## config.mk

```make
export PLATFORM = sky130hd
export DESIGN_NAME = mrm_merge
export DESIGN_NICKNAME = d
export VERILOG_FILES = /design/src/design/mrm_pkg.sv /design/src/design/mrm_merge.sv
export SDC_FILE = /design/constraint.sdc
export NUM_CORES = 1
export LEC_CHECK = 0
export BUFFER_PORTS_ARGS = -buffer_cell sky130_fd_sc_hd__clkbuf_2
export CAP_MARGIN = 0
export CORE_AREA = 5 5 154 156
export CTS_CLUSTER_DIAMETER = 150
export CTS_CLUSTER_SIZE = 25
export DETAILED_ROUTE_END_ITERATION = 8
export DIE_AREA = 0 0 159 161
export GPL_TIMING_DRIVEN = 0
export PLACE_DENSITY = 0.65
export SLEW_MARGIN = 20
export SYNTH_ARGS = -nofsm -noshare
export SYNTH_HDL_FRONTEND = slang
export SYNTH_SLANG_ARGS = --single-unit
```

## constraint.sdc

```tcl
create_clock -name clock -period 1.5 [get_ports clock]
set_input_delay 0.3 -clock clock [delete_from_list [all_inputs] [get_ports clock]]
set_output_delay 0.3 -clock clock [all_outputs]
set_load 0.01 [all_outputs]
```

## src/design/mrm_pkg.sv

```systemverilog
`default_nettype none
// ----------------------------------------------------------------------------
// mrm_pkg: shared definitions for the 4x4 matrix row multiplier
// Element widths, fixed-point position, product and sum types, and the
// stage-enable bundle that the top level hands to the datapath modules.
// ----------------------------------------------------------------------------
package mrm_pkg;

   localparam int DATA_WIDTH = 32;              // element width inside the datapath
   localparam int FRAC_BITS  = 16;              // fraction bits of the fixed-point format
   localparam int IO_WIDTH   = 32;              // width of the element ports
   localparam int ROW_WIDTH  = 2;
   localparam int DIM        = 4;
   localparam int PROD_WIDTH = 2 * DATA_WIDTH;  // one exact product
   localparam int PAIR_WIDTH = PROD_WIDTH + 1;  // sum of two products
   localparam int SUM_WIDTH  = PROD_WIDTH + 2;  // sum of four products

   localparam logic OP_LOAD     = 1'b0;
   localparam logic OP_MULTIPLY = 1'b1;

   typedef logic signed [DATA_WIDTH-1:0] elem_type;
   typedef logic signed [IO_WIDTH-1:0]   io_elem_type;
   typedef logic signed [PROD_WIDTH-1:0] prod_type;
   typedef logic signed [PAIR_WIDTH-1:0] pair_type;
   typedef logic signed [SUM_WIDTH-1:0]  sum_type;
   typedef logic        [ROW_WIDTH-1:0]  row_type;

   // Load enables of the pipeline stages, from input side to output side.
   typedef struct packed {
      logic prod;
      logic pair;
      logic sum;
      logic out;
   } stage_en_type;

endpackage : mrm_pkg
`default_nettype wire

```

## src/design/mrm_merge.sv

```systemverilog
`default_nettype none
// ----------------------------------------------------------------------------
// mrm_merge: scaling, saturation and result register
// Shifts each lane sum down to the fixed-point position, clamps it to the
// element range and folds the four clamp events into one overflow flag.
// ----------------------------------------------------------------------------
module mrm_merge (
   input  wire logic                 clock,
   input  wire mrm_pkg::stage_en_type en,
   input  wire mrm_pkg::sum_type     lane_sum [mrm_pkg::DIM],
   input  wire mrm_pkg::row_type     row_in,
   output      mrm_pkg::row_type     out_row,
   output      mrm_pkg::io_elem_type out_elem [mrm_pkg::DIM],
   output      logic                 overflow
);
   import mrm_pkg::*;

   localparam elem_type ELEM_MAX = {1'b0, {(DATA_WIDTH-1){1'b1}}};
   localparam elem_type ELEM_MIN = {1'b1, {(DATA_WIDTH-1){1'b0}}};

   sum_type     shifted [DIM];
   logic        fits    [DIM];
   io_elem_type elem_in [DIM];
   io_elem_type elem_ff [DIM];
   logic        ovf_in, ovf_ff;
   row_type     row_ff;

   always_comb begin
      ovf_in = 1'b0;
      for (int k = 0; k < DIM; k++) begin
         shifted[k] = lane_sum[k] >>> FRAC_BITS;
         // The value fits when every bit above the element's sign bit
         // repeats that sign bit.
         fits[k] = (&shifted[k][SUM_WIDTH-1:DATA_WIDTH-1]) |
                   ~(|shifted[k][SUM_WIDTH-1:DATA_WIDTH-1]);
         if (fits[k]) begin
            elem_in[k] = IO_WIDTH'(elem_type'(shifted[k][DATA_WIDTH-1:0]));
         end else if (shifted[k][SUM_WIDTH-1]) begin
            elem_in[k] = IO_WIDTH'(ELEM_MIN);
         end else begin
            elem_in[k] = IO_WIDTH'(ELEM_MAX);
         end
         ovf_in = ovf_in | ~fits[k];
      end
   end

   always_ff @(posedge clock) begin
      if (en.out) begin
         for (int k = 0; k < DIM; k++) begin
            elem_ff[k] <= elem_in[k];
         end
         ovf_ff <= ovf_in;
         row_ff <= row_in;
      end
   end

   assign out_elem = elem_ff;
   assign overflow = ovf_ff;
   assign out_row  = row_ff;

endmodule : mrm_merge
`default_nettype wire

```

==> results of run 1 <==
[synth_stat cells]
cell	instances
sky130_fd_sc_hd__edfxtp_1	131
sky130_fd_sc_hd__and3_1	4
sky130_fd_sc_hd__dlygate4sd3_1	3
sky130_fd_sc_hd__buf_4	3
sky130_fd_sc_hd__nand4_1	21
sky130_fd_sc_hd__a311oi_1	1
sky130_fd_sc_hd__clkbuf_1	1
sky130_fd_sc_hd__nor4_2	4
sky130_fd_sc_hd__buf_6	18
sky130_fd_sc_hd__nor2_1	8
sky130_fd_sc_hd__a31o_2	4
sky130_fd_sc_hd__buf_2	3
sky130_fd_sc_hd__nor4_1	16
sky130_fd_sc_hd__a311oi_2	3
sky130_fd_sc_hd__a21o_2	85
sky130_fd_sc_hd__a21o_1	39
[through the flow]
stage	hold slack [ns]	setup slack [ns]	area, um^2
2_1_floorplan	0.3989	-0.08632	5787
3_3_place_gp	0.4831	-1.730	7815
3_5_place_dp	0.4801	-0.5664	7851
4_1_cts	0.04476	0.01572	8486
5_1_grt	0.04107	-0.04894	8683
6_report	0.07406	0.01051	8683
[cells by family (layout without fill, tap and decap cells)]
kind of cell | Yosys count | count (layout) | synth area share
AOI/OAI and AO/OA | 132 | 132 | 0.1986
buffers and inverters | 28 | 405 | 0.04832
DFF | 131 | 131 | 0.6937
and+or+nand+nor | 53 | 53 | 0.05936
[repair_timing]
action | in CTS | in global routing
buffers inserted | 2 | 5
gates cloned | 0 | 3
gates resized for setup | 2 | 29
pin swaps | 0 | 2
setup endpoints to repair | 31 | 59
[placed cells by master, fill, tap and decap left out]
cell,netlist,layout
sky130_fd_sc_hd__a21o_1,39,39
sky130_fd_sc_hd__a21o_2,85,81
sky130_fd_sc_hd__a21o_4,0,4
sky130_fd_sc_hd__a311oi_2,3,2
sky130_fd_sc_hd__a311oi_4,0,2
sky130_fd_sc_hd__a31o_2,4,3
sky130_fd_sc_hd__a31o_4,0,1
sky130_fd_sc_hd__and3_1,4,4
sky130_fd_sc_hd__buf_12,0,2
sky130_fd_sc_hd__buf_16,0,1
sky130_fd_sc_hd__buf_2,3,1
sky130_fd_sc_hd__buf_4,3,10
sky130_fd_sc_hd__buf_6,18,20
sky130_fd_sc_hd__buf_8,0,3
sky130_fd_sc_hd__bufinv_16,0,3
sky130_fd_sc_hd__clkbuf_1,1,3
sky130_fd_sc_hd__clkbuf_16,0,17
sky130_fd_sc_hd__clkbuf_2,0,331
sky130_fd_sc_hd__clkbuf_8,0,1
sky130_fd_sc_hd__clkinv_1,0,1
sky130_fd_sc_hd__clkinv_2,0,3
sky130_fd_sc_hd__clkinv_4,0,3
sky130_fd_sc_hd__clkinvlp_4,0,2
sky130_fd_sc_hd__dlygate4sd3_1,3,3
sky130_fd_sc_hd__edfxtp_1,131,131
sky130_fd_sc_hd__inv_6,0,1
sky130_fd_sc_hd__nand4_1,21,21
sky130_fd_sc_hd__nor2_1,8,8
sky130_fd_sc_hd__nor4_1,16,4
sky130_fd_sc_hd__nor4_2,4,7
sky130_fd_sc_hd__nor4_4,0,9
[worst paths after layout]
kind	startpoint	to	slack, ns	cells past startpoint
worst min-delay path	row_in[1]	out_row[1]	0.07	1
worst max-delay path	lane_sum[125]	out_elem[50]	0.01	7
[metal layers]
layer | part of all wire | vias to the layer above
met4 | 0.015 | 2
met5 | 0.00063 | -
met2 | 0.52 | 191
li1 | - | 2118
met3 | 0.080 | 18
met1 | 0.39 | 2179
[sequential cells by signal, indices dropped and copies added, names as in the netlist]
name and flops:
out_elem 128, out_row 2, overflow 1
[power breakdown]
| group | leakage [nW] | internal (mW) | switching, mW | total, mW |
|---|---|---|---|---|
| clock network | 0.285 | 2.61 | 1.58 | 4.20 |
| logic | 2.52 | 0.566 | 0.611 | 1.18 |
| registers | 1.28 | 4.35 | 0.0764 | 4.43 |
| total | 4.08 | 7.53 | 2.27 | 9.80 |
[area by class of cell]
cell class | count | area (um^2)
plain buffers | 28 | 296.5
clock buffers | 19 | 432.9
flip-flops and latches | 131 | 3934
fillers | 2154 | 13540
clock inverters | 13 | 158.9
multi-input cells | 185 | 1679
repair buffers | 345 | 1826
well taps | 285 | 356.6
==> reports/qor.yml, run 1 <==
setup_path:
  crit_buf_inv: 2
  worstSetupStartpointType: "input port"
  worst-path-max-fanout: 5
  critical-path-max-stage-delay_ns: 0.29
  path_class: "in -> reg"
  critical_path.endpoint_type: "register"
  path_delay_family: "simple AND/OR/NAND/NOR gates"
  critical_path.cell_chain: "clkbuf_2, nor4_2, nand4_1, nor4_4, a311oi_4, buf_2, a21o_1"
  worst_ep_arrival_time_ns: 1.65
  cp_data_required_time_ns: 1.66
  timing.critical_path.slowest_stage_cell: "sky130_fd_sc_hd__nor4_2"
floorplan:
  core.rowCount: 55
  die_y_um: 161
  io-pin-count: 402
  placeableCoreArea_mm2: 0.02223
  die_w_um: 159
  start_util: 0.2551
  die_area_mm2: 0.02560
clock_tree:
  clock_path_buffers: 2
  htree_num_levels: 4
  worst_setup_hold_path_clk_slew_ns: 0.06
  cts_buffers: 17
  post_cts_hold_buffer_count: 0
  clock_sink_count: 131
  tritoncts: "yes"
  clk_root_buffer_cell: "sky130_fd_sc_hd__clkbuf_16"
synth:
  ys_types: 16
  synthesized_net_count: 615
  syn_inst: 344
  avgSynthCellArea_um2: 16.48
  yosys_warnings: 0
  synth.top_cell.area_share: 0.6937
  seq_area_frac_synth: 0.6937
  netlist_top_cells_area: "sky130_fd_sc_hd__edfxtp_1, sky130_fd_sc_hd__a21o_2, sky130_fd_sc_hd__a21o_1"
  synth.largest_area_cell: "sky130_fd_sc_hd__edfxtp_1"
  post_synthesis_instance_area_mm2: 0.005670
  flip_flop_and_latch_count_after_synthesis: 131
sta:
  final_hold_viol_count: 0
  fin_crit_ns: 1.489
  worst-slew-pin-transition_ns: 0.6267
  grt_setup_unrepaired: "yes"
  slew_headroom: 0.5822
  max_clock_freq_ghz: 0.6714
  total_of_endpoints_with_negative_setup_slack_in_the_final_report: 0
  final_min_period_over_clock_period: 0.9930
  setup_total_negative_slack_ns: 0
  maxSlewViolCount: 0
route:
  postRouteWirelength_um: 17540
  remaining_drc_errors: 0
  dr.first_iter.drc_count: 262
  ant_nets: 0
  detail_route.first_pass.iterations: 4
  detail_route.vias_per_cell: 4.481
  via_count: 4508
  route.detailed.wl_per_inst_um: 17.44
outcome:
  status: "complete, no violations"
finish:
  post_route_cells_drive_above_1_share: 0.7032
  finish.net_count: 979
  post_layout_nonfiller_instances: 1006
  utilization: 0.3907
  antenna_cells_inserted: 0
  flow.area_growth_from_synthesis_pct: 53.13
placed_design:
  routabilityCongestion: 0.7674
  hpwl_um: 13290
  numPlacedInstances: 964
  number_of_buffer_cells_added_on_primary_ports: 334
grt:
  global_route.peak_usage_layer: "met2"
  grt.total_usage: 0.1290
  grt_remaining_overflow: 0
  grt_util_met1: 0.1461
  met3_usage: 0.04797
  grtUsageMet2: 0.2260
  first_global_vias: 4621
  maximum_number_of_pins_on_one_net_before_global_route_repair: 71
  antenna_found_initial: 1
  grt_first_pass_wirelength_um: 26120
job:
  cap_viol_max_count: 0
power:
  pwr_density_cell_mw_per_mm2: 1129
  p_leak_nw: 4.082
  maximum_resistive_drop_on_vdd_mv: 0.6312
  fin_total_pwr_mw: 9.802
worst_hold_path:
  hp-class: "in -> reg"
(Power assumes the default switching activity.)
==> inputs of run 2 (changes only) <==
--- a/config.mk
+++ b/config.mk
@@ -5,15 +5,16 @@
 export SDC_FILE = /design/constraint.sdc
 export NUM_CORES = 1
 export LEC_CHECK = 0
+export ABC_AREA = 1
 export BUFFER_PORTS_ARGS = -buffer_cell sky130_fd_sc_hd__clkbuf_2
 export CAP_MARGIN = 0
-export CORE_AREA = 5 5 154 156
+export CORE_AREA = 5 5 155 157
 export CTS_CLUSTER_DIAMETER = 150
 export CTS_CLUSTER_SIZE = 25
 export DETAILED_ROUTE_END_ITERATION = 8
-export DIE_AREA = 0 0 159 161
+export DIE_AREA = 0 0 160 162
 export GPL_TIMING_DRIVEN = 0
-export PLACE_DENSITY = 0.65
+export PLACE_DENSITY = 0.64
 export SLEW_MARGIN = 20
 export SYNTH_ARGS = -nofsm -noshare
 export SYNTH_HDL_FRONTEND = slang
==> reports/qor.yml, run 2 <==
sta:
  final_min_period_over_clock_period: 0.8305  # -0.1625
  worst-slew-pin-transition_ns: 0.6603  # +0.03357 ns
  max_clock_freq_ghz: 0.8027  # +20%
  final_hold_viol_count: 0  # unchanged
  maxSlewViolCount: 0  # unchanged
  fin_crit_ns: 1.246  # -0.2437 ns
  slew_headroom: 0.5598  # -0.02238
  total_of_endpoints_with_negative_setup_slack_in_the_final_report: 0  # unchanged
  hold_slack_ns: 0.06935  # -0.004701 ns
  setup_ws_ns: 0.2542  # +0.2437 ns
  grt_setup_unrepaired: "no"
  setup_total_negative_slack_ns: 0  # unchanged
finish:
  largest_reg_flops: 128  # unchanged
  final_cell_mix: "sky130_fd_sc_hd__clkbuf_2, sky130_fd_sc_hd__nand2_1, sky130_fd_sc_hd__edfxtp_1"
  antenna_cells_inserted: 0  # unchanged
  final_design_area_no_fill_mm2: 0.008379  # -3.5%
  finish.net_count: 1167  # +19%
  utilization: 0.3747  # -0.01600
  flow.area_growth_from_synthesis_pct: 46.41
  layout.cells.most_common: "sky130_fd_sc_hd__clkbuf_2"
  post_layout_nonfiller_instances: 1194  # +19%
  post_route_cells_drive_above_1_share: 0.4389  # -0.2642
floorplan:
  die_area_mm2: 0.02592  # +1.3%
  placeableCoreArea_mm2: 0.02237  # +0.62%
  core.rowCount: 55  # unchanged
  die_y_um: 162  # +0.62%
  io-pin-count: 402  # unchanged
  die_w_um: 160  # +0.63%
  start_util: 0.2559  # +0.0007798
clock_tree:
  post_cts_resize_count: 0  # -2
  worst_setup_hold_path_clk_slew_ns: 0.06  # about the same
  post_cts_hold_buffer_count: 0  # unchanged
  clock_path_buffers: 2  # unchanged
  clk_root_buffer_cell: "sky130_fd_sc_hd__clkbuf_16"
  cts_buffers: 17  # unchanged
  clock_sink_count: 131  # unchanged
  tritoncts: "yes"
  htree_num_levels: 4  # unchanged
  post_cts.repair.setup_buffers: 0  # -2
power:
  internal_power_mw: 7.422  # -1.5%
  pwr_density_cell_mw_per_mm2: 1155  # +2.3%
  clkPwrFrac: 0.434  # +0.006
  netSwitchingFraction: 0.2331  # +0.001421
  seqPwrFrac: 0.458  # +0.006
  maximum_resistive_drop_on_vdd_mv: 0.7620  # +21%
  p_leak_nw: 3.883  # -4.9%
  power.combinational.fraction: 0.108  # -0.012
  fin_total_pwr_mw: 9.678  # -1.3%
  power.switching_mw: 2.256  # -0.66%
placed_design:
  routabilityCongestion: 0.8063  # +5.1%
  placed_area_mm2: 0.007787  # -0.81%
  hpwl_um: 14230  # +7.1%
  dp_worst_setup_slack_ns: -0.1513  # +0.4151 ns
  numPlacedInstances: 1162  # +21%
  number_of_buffer_cells_added_on_primary_ports: 334  # unchanged
route:
  dr.first_iter.drc_count: 253  # -3.4%
  postRouteWirelength_um: 17890  # +2.0%
  remaining_drc_errors: 0  # unchanged
  detail_route.vias_per_cell: 4.147  # -7.4%
  detail_route.first_pass.iterations: 6  # +2
  ant_nets: 0  # unchanged
  route.detailed.wl_per_inst_um: 14.98  # -14%
  via_count: 4952  # +9.8%
synth:
  synth.top_cell.area_share: 0.6874  # -0.006370
  post_synth_most_frequent_cells: "sky130_fd_sc_hd__nand2_1, sky130_fd_sc_hd__edfxtp_1, sky130_fd_sc_hd__nor2_1, sky130_fd_sc_hd__buf_6, sky130_fd_sc_hd__nand4_1"
  async_reset_ff_frac: 0  # unchanged
  avgSynthCellArea_um2: 10.56  # -36%
  flip_flop_and_latch_count_after_synthesis: 131  # unchanged
  post_synthesis_instance_area_mm2: 0.005723  # +0.93%
  ys_types: 19  # +3
  synth_enable_flop_cells: 131  # unchanged
  synthesized_net_count: 813  # +32%
  synth.largest_area_cell: "sky130_fd_sc_hd__edfxtp_1"
  seq_area_frac_synth: 0.6874  # -0.006370
  netlist_top_cells_area: "sky130_fd_sc_hd__edfxtp_1, sky130_fd_sc_hd__nand2_1, sky130_fd_sc_hd__nor2_1"
  yosys_warnings: 0  # unchanged
  post-synth-top-count-cell: "sky130_fd_sc_hd__nand2_1"
  ys.flop_type: "sky130_fd_sc_hd__edfxtp_1"
  syn_inst: 542  # +58%
setup_path:
  worst-path-max-fanout: 1  # -4
  worstSetupStartpointType: "register"
  critical-path-max-stage-delay_ns: 0.40  # +0.11 ns
  path_class: "reg -> out"
  path_delay_family: "flip-flops"
  critical_path.cell_chain: "clkbuf_2"
  critical_path.endpoint_type: "output port"
  cp_data_required_time_ns: 1.20  # -0.46 ns
  crit_buf_inv: 1  # -1
  timing.critical_path.to: "out_elem[76]"
  timing.critical_path.slowest_stage_cell: "sky130_fd_sc_hd__edfxtp_1"
  path_depth: 1  # -6
  worst_setup_path_startpoint: "out_elem[76]"
  worst_ep_arrival_time_ns: 0.95  # -0.70 ns
grt:
  grt_first_pass_wirelength_um: 27310  # +4.5%
  maximum_number_of_pins_on_one_net_before_global_route_repair: 77  # +8.5%
  grt_remaining_overflow: 0  # unchanged
  grt.total_usage: 0.1345  # +0.005501
  first_global_vias: 5048  # +9.2%
  antenna_found_initial: 0  # -1
worst_hold_path:
  hp-class: "in -> reg"
outcome:
  status: "complete, no violations"
job:
  cap_viol_max_count: 0  # unchanged
[run 2: cell types whose count changed after synthesis, sizes merged, moves of 5 or more]
cell	previous run	this run
nor2	8	56
inv	0	5
nand2	0	295
nor4	20	0
or2	0	6
a21o	124	0
nand3	0	9
nand4	21	8
[run 2: cell type report]
type | count | area (um^2)
Inverter | 5 | 18.77
Sequential cell | 131 | 3934
Clock inverter | 14 | 162.7
Fill cell | 2268 | 13990
Timing Repair Buffer | 335 | 1708
Multi-Input combinational cell | 378 | 1520
Tap cell | 285 | 356.6
Clock buffer | 18 | 429.2
Buffer | 28 | 250.2
[run 2: worst min path at each step]
| stage | start | end | slack [ns] | cells past startpoint |
|---|---|---|---|---|
| 6_report | row_in[0] | out_row[0] | 0.07 | 1 |
| 5_1_grt | row_in[1] | out_row[1] | 0.04 | 1 |
| 4_1_cts | row_in[0] | out_row[0] | 0.05 | 1 |
| 3_5_place_dp | row_in[0] | out_row[0] | 0.48 | 1 |
| 3_3_place_gp | row_in[0] | out_row[0] | 0.48 | 1 |
| 2_1_floorplan | row_in[0] | out_row[0] | 0.40 | 0 |
[run 2: power by group through the flow]
stage	combinational (mW)	clock, mW	sequential (mW)
final	1.04	4.20	4.43
after global routing	1.15	4.50	4.46
after CTS	1.07	4.32	4.44
after detailed placement	1.07	0	4.52
after global placement	1.04	0	4.52
after floorplan	0.180	0	4.66
[run 2: per-layer routing]
metal | track usage | up-vias | routed length (um)
li1 | - | 2485 | -
met1 | 0.1517 | 2253 | 6908
met2 | 0.2380 | 195 | 9301
met3 | 0.04745 | 19 | 1389
met4 | 0.04497 | 0 | 284
met5 | 0 | - | 0
[run 2: kinds of logic after synthesis]
| family | Yosys count | share of synthesized area |
|---|---|---|
| buf+inv | 33 | 0.04700 |
| flops | 131 | 0.6874 |
| simple gates | 378 | 0.2656 |
==> inputs of run 3 (changes only) <==
--- a/config.mk
+++ b/config.mk
@@ -5,16 +5,16 @@
 export SDC_FILE = /design/constraint.sdc
 export NUM_CORES = 1
 export LEC_CHECK = 0
-export ABC_AREA = 1
+export ABC_AREA = 0
 export BUFFER_PORTS_ARGS = -buffer_cell sky130_fd_sc_hd__clkbuf_2
 export CAP_MARGIN = 0
-export CORE_AREA = 5 5 155 157
+export CORE_AREA = 5 5 154 156
 export CTS_CLUSTER_DIAMETER = 150
 export CTS_CLUSTER_SIZE = 25
 export DETAILED_ROUTE_END_ITERATION = 8
-export DIE_AREA = 0 0 160 162
+export DIE_AREA = 0 0 159 161
 export GPL_TIMING_DRIVEN = 0
-export PLACE_DENSITY = 0.64
+export PLACE_DENSITY = 0.65
 export SLEW_MARGIN = 20
 export SYNTH_ARGS = -nofsm -noshare
 export SYNTH_HDL_FRONTEND = slang
==> constraint.sdc (replaced) <==
create_clock -name clock -period 1 [get_ports clock]
set_input_delay 0.2 -clock clock [delete_from_list [all_inputs] [get_ports clock]]
set_output_delay 0.2 -clock clock [all_outputs]
set_load 0.01 [all_outputs]
==> reports/qor.yml, run 3 (synthesized netlist as in run 1, its figures left out) <==
finish:
  flow.area_growth_from_synthesis_pct: 61.23
  final_cell_mix: "sky130_fd_sc_hd__clkbuf_2, sky130_fd_sc_hd__edfxtp_1, sky130_fd_sc_hd__a21o_2"
  antenna_cells_inserted: 0  # unchanged
  largest_reg_flops: 128  # unchanged
  finish.net_count: 994  # -15%
  post_route_cells_drive_above_1_share: 0.7106  # +0.2717
  utilization: 0.4113  # +0.03666
  layout.cells.most_common: "sky130_fd_sc_hd__clkbuf_2"
route:
  detail_route.vias_per_cell: 4.504  # +8.6%
  m1WireLength_um: 7025  # +1.7%
  route.detailed.wl_per_inst_um: 18.09  # +21%
  routed.top_layer: "met5"
  dr.first_iter.drc_count: 219  # -13%
  wl_met3_um: 1486  # +7.0%
  postRouteWirelength_um: 18470  # +3.3%
  via_count: 4599  # -7.1%
  wl_met2_um: 9561  # +2.8%
  detail_route.first_pass.iterations: 5  # -1
  ant_nets: 0  # unchanged
  remaining_drc_errors: 0  # unchanged
floorplan:
  die_area_mm2: 0.02560  # -1.2%
  io-pin-count: 402  # unchanged
  die_y_um: 161  # -0.62%
  placeableCoreArea_mm2: 0.02223  # -0.62%
  core.rowCount: 55  # unchanged
  die_w_um: 159  # -0.63%
  start_util: 0.2551  # -0.0007798
clock_tree:
  clk_root_buffer_cell: "sky130_fd_sc_hd__clkbuf_16"
  tritoncts: "yes"
  clock_path_buffers: 2  # unchanged
  htree_num_levels: 4  # unchanged
  cts_buffers: 17  # unchanged
  worst_setup_hold_path_clk_slew_ns: 0.06  # about the same
  clock_sink_count: 131  # unchanged
sta:
  setup_ws_ns: -0.3868  # -0.6411 ns
  final_min_period_over_clock_period: 1.387
  maxSlewViolCount: 0  # unchanged
  worst-slew-pin-transition_ns: 0.6039  # -0.05640 ns
  hold_slack_ns: 0.06421  # -0.005140 ns
  grt_setup_unrepaired: "yes"
  final_hold_viol_count: 0  # unchanged
  total_of_endpoints_with_negative_setup_slack_in_the_final_report: 256  # +256
  fin_crit_ns: 1.387
  slew_headroom: 0.5974  # +0.03760
  max_clock_freq_ghz: 0.7211
  setup_total_negative_slack_ns: -57.93  # -57.93 ns
setup_path:
  crit_buf_inv: 2  # +1
  critical-path-max-stage-delay_ns: 0.27  # -0.13 ns
  critical_path.cell_chain: "clkbuf_16, nor4_4, nand4_1, nor4_4, a311oi_4, buf_6, a21o_2"
  timing.critical_path.slowest_stage_cell: "sky130_fd_sc_hd__nor4_4"
  path_class: "in -> reg"
  worst_ep_arrival_time_ns: 1.55  # +0.60 ns
  cp_common_cell: "sky130_fd_sc_hd__nor4_4"
  cp_data_required_time_ns: 1.16  # -0.04 ns
  critical_path.endpoint_type: "register"
  worst-path-max-fanout: 10  # +9
  worstSetupStartpointType: "input port"
  path_delay_family: "simple AND/OR/NAND/NOR gates"
power:
  p_leak_nw: 4.239  # +9.2%
  internal_power_mw: 11.41  # +54%
  power.combinational.fraction: 0.130  # +0.022
  maximum_resistive_drop_on_vdd_mv: 0.9494  # +25%
  seqPwrFrac: 0.447  # -0.011
  power.switching_mw: 3.464  # +54%
  netSwitchingFraction: 0.2329  # about the same
  clkPwrFrac: 0.423  # -0.011
  pwr_density_cell_mw_per_mm2: 1627  # +41%
grt:
  antenna_found_initial: 1  # +1
  grt_first_pass_wirelength_um: 26800  # -1.9%
  maximum_number_of_pins_on_one_net_before_global_route_repair: 71  # -7.8%
  grt_remaining_overflow: 0  # unchanged
  grt.total_usage: 0.1327  # -0.001858
  first_global_vias: 4770  # -5.5%
worst_hold_path:
  hp-class: "in -> reg"
outcome:
  failed_checks: "negative setup slack"
  status: "finished, violations left"
job:
  cap_viol_max_count: 0  # unchanged
placed_design:
  hpwl_um: 13290  # -6.6%
  number_of_buffer_cells_added_on_primary_ports: 334  # unchanged
  routabilityCongestion: 0.7674  # -4.8%
-- run 3: cell types whose count changed in the layout (fill, tap and decap cells not counted), moves of 10 or more --
cell / delta
sky130_fd_sc_hd__clkbuf_2: -25
sky130_fd_sc_hd__nand4_1: +13
sky130_fd_sc_hd__nand2_1: -292
sky130_fd_sc_hd__a21o_2: +75
sky130_fd_sc_hd__nor2_1: -47
sky130_fd_sc_hd__a21o_4: +10
sky130_fd_sc_hd__nor4_4: +15
sky130_fd_sc_hd__buf_6: +28
sky130_fd_sc_hd__a21o_1: +39
-- run 3: area by class of cell --
| class | instances | area, um^2 |
|---|---|---|
| Tap cell | 285 | 356.6 |
| Buffer | 28 | 304.0 |
| Sequential cell | 131 | 3934 |
| Clock buffer | 19 | 432.9 |
| Timing Repair Buffer | 360 | 2146 |
| Multi-Input combinational cell | 185 | 1810 |
| Fill cell | 2099 | 13090 |
| Clock inverter | 13 | 158.9 |
-- run 3: final timing paths --
check | from | endpoint | slack (ns) | cells after the start
worst max-delay path | lane_sum[65] | out_elem[28] | -0.39 | 7
worst min-delay path | lane_sum[150] | out_elem[66] | 0.06 | 2
-- run 3: routing by layer --
metal	GRT usage	vias to the layer above
met4	0.04498	2
met2	0.2348	202
met5	0	-
li1	-	2156
met3	0.04797	27
met1	0.1482	2212
-- run 3: power groups by stage --
stage               clock network [mW]  registers [mW]  logic (mW)
finish                            6.29            6.65        1.93
global route                      6.76            6.68        2.07
CTS                               6.50            6.65        1.83
detailed placement                   0            6.76        1.73
global placement                     0            6.77        1.69
floorplan                            0            6.99       0.372
-- run 3: per-stage QoR --
step / cells / total power [mW] / area, um^2 / setup WS [ns]
floorplan: 344 / 7.366 / 5787 / -0.4863
global placement: 963 / 8.467 / 7815 / -2.130
detailed placement: 964 / 8.495 / 7851 / -0.9664
CTS: 1010 / 14.97 / 8717 / -0.3791
global route: 1021 / 15.51 / 9143 / -0.4515
finish: 1021 / 14.87 / 9143 / -0.3868
-- run 3: repair_timing --
| item | in CTS | in global routing |
|---|---|---|
| pin swaps | 1 | 5 |
| hold endpoints to repair | 2 | 0 |
| setup buffers | 6 | 3 |
| hold buffers | 2 | 0 |
| endpoints found under the setup margin | 304 | 256 |
| cloned | 6 | 8 |
| gates resized for setup | 30 | 83 |
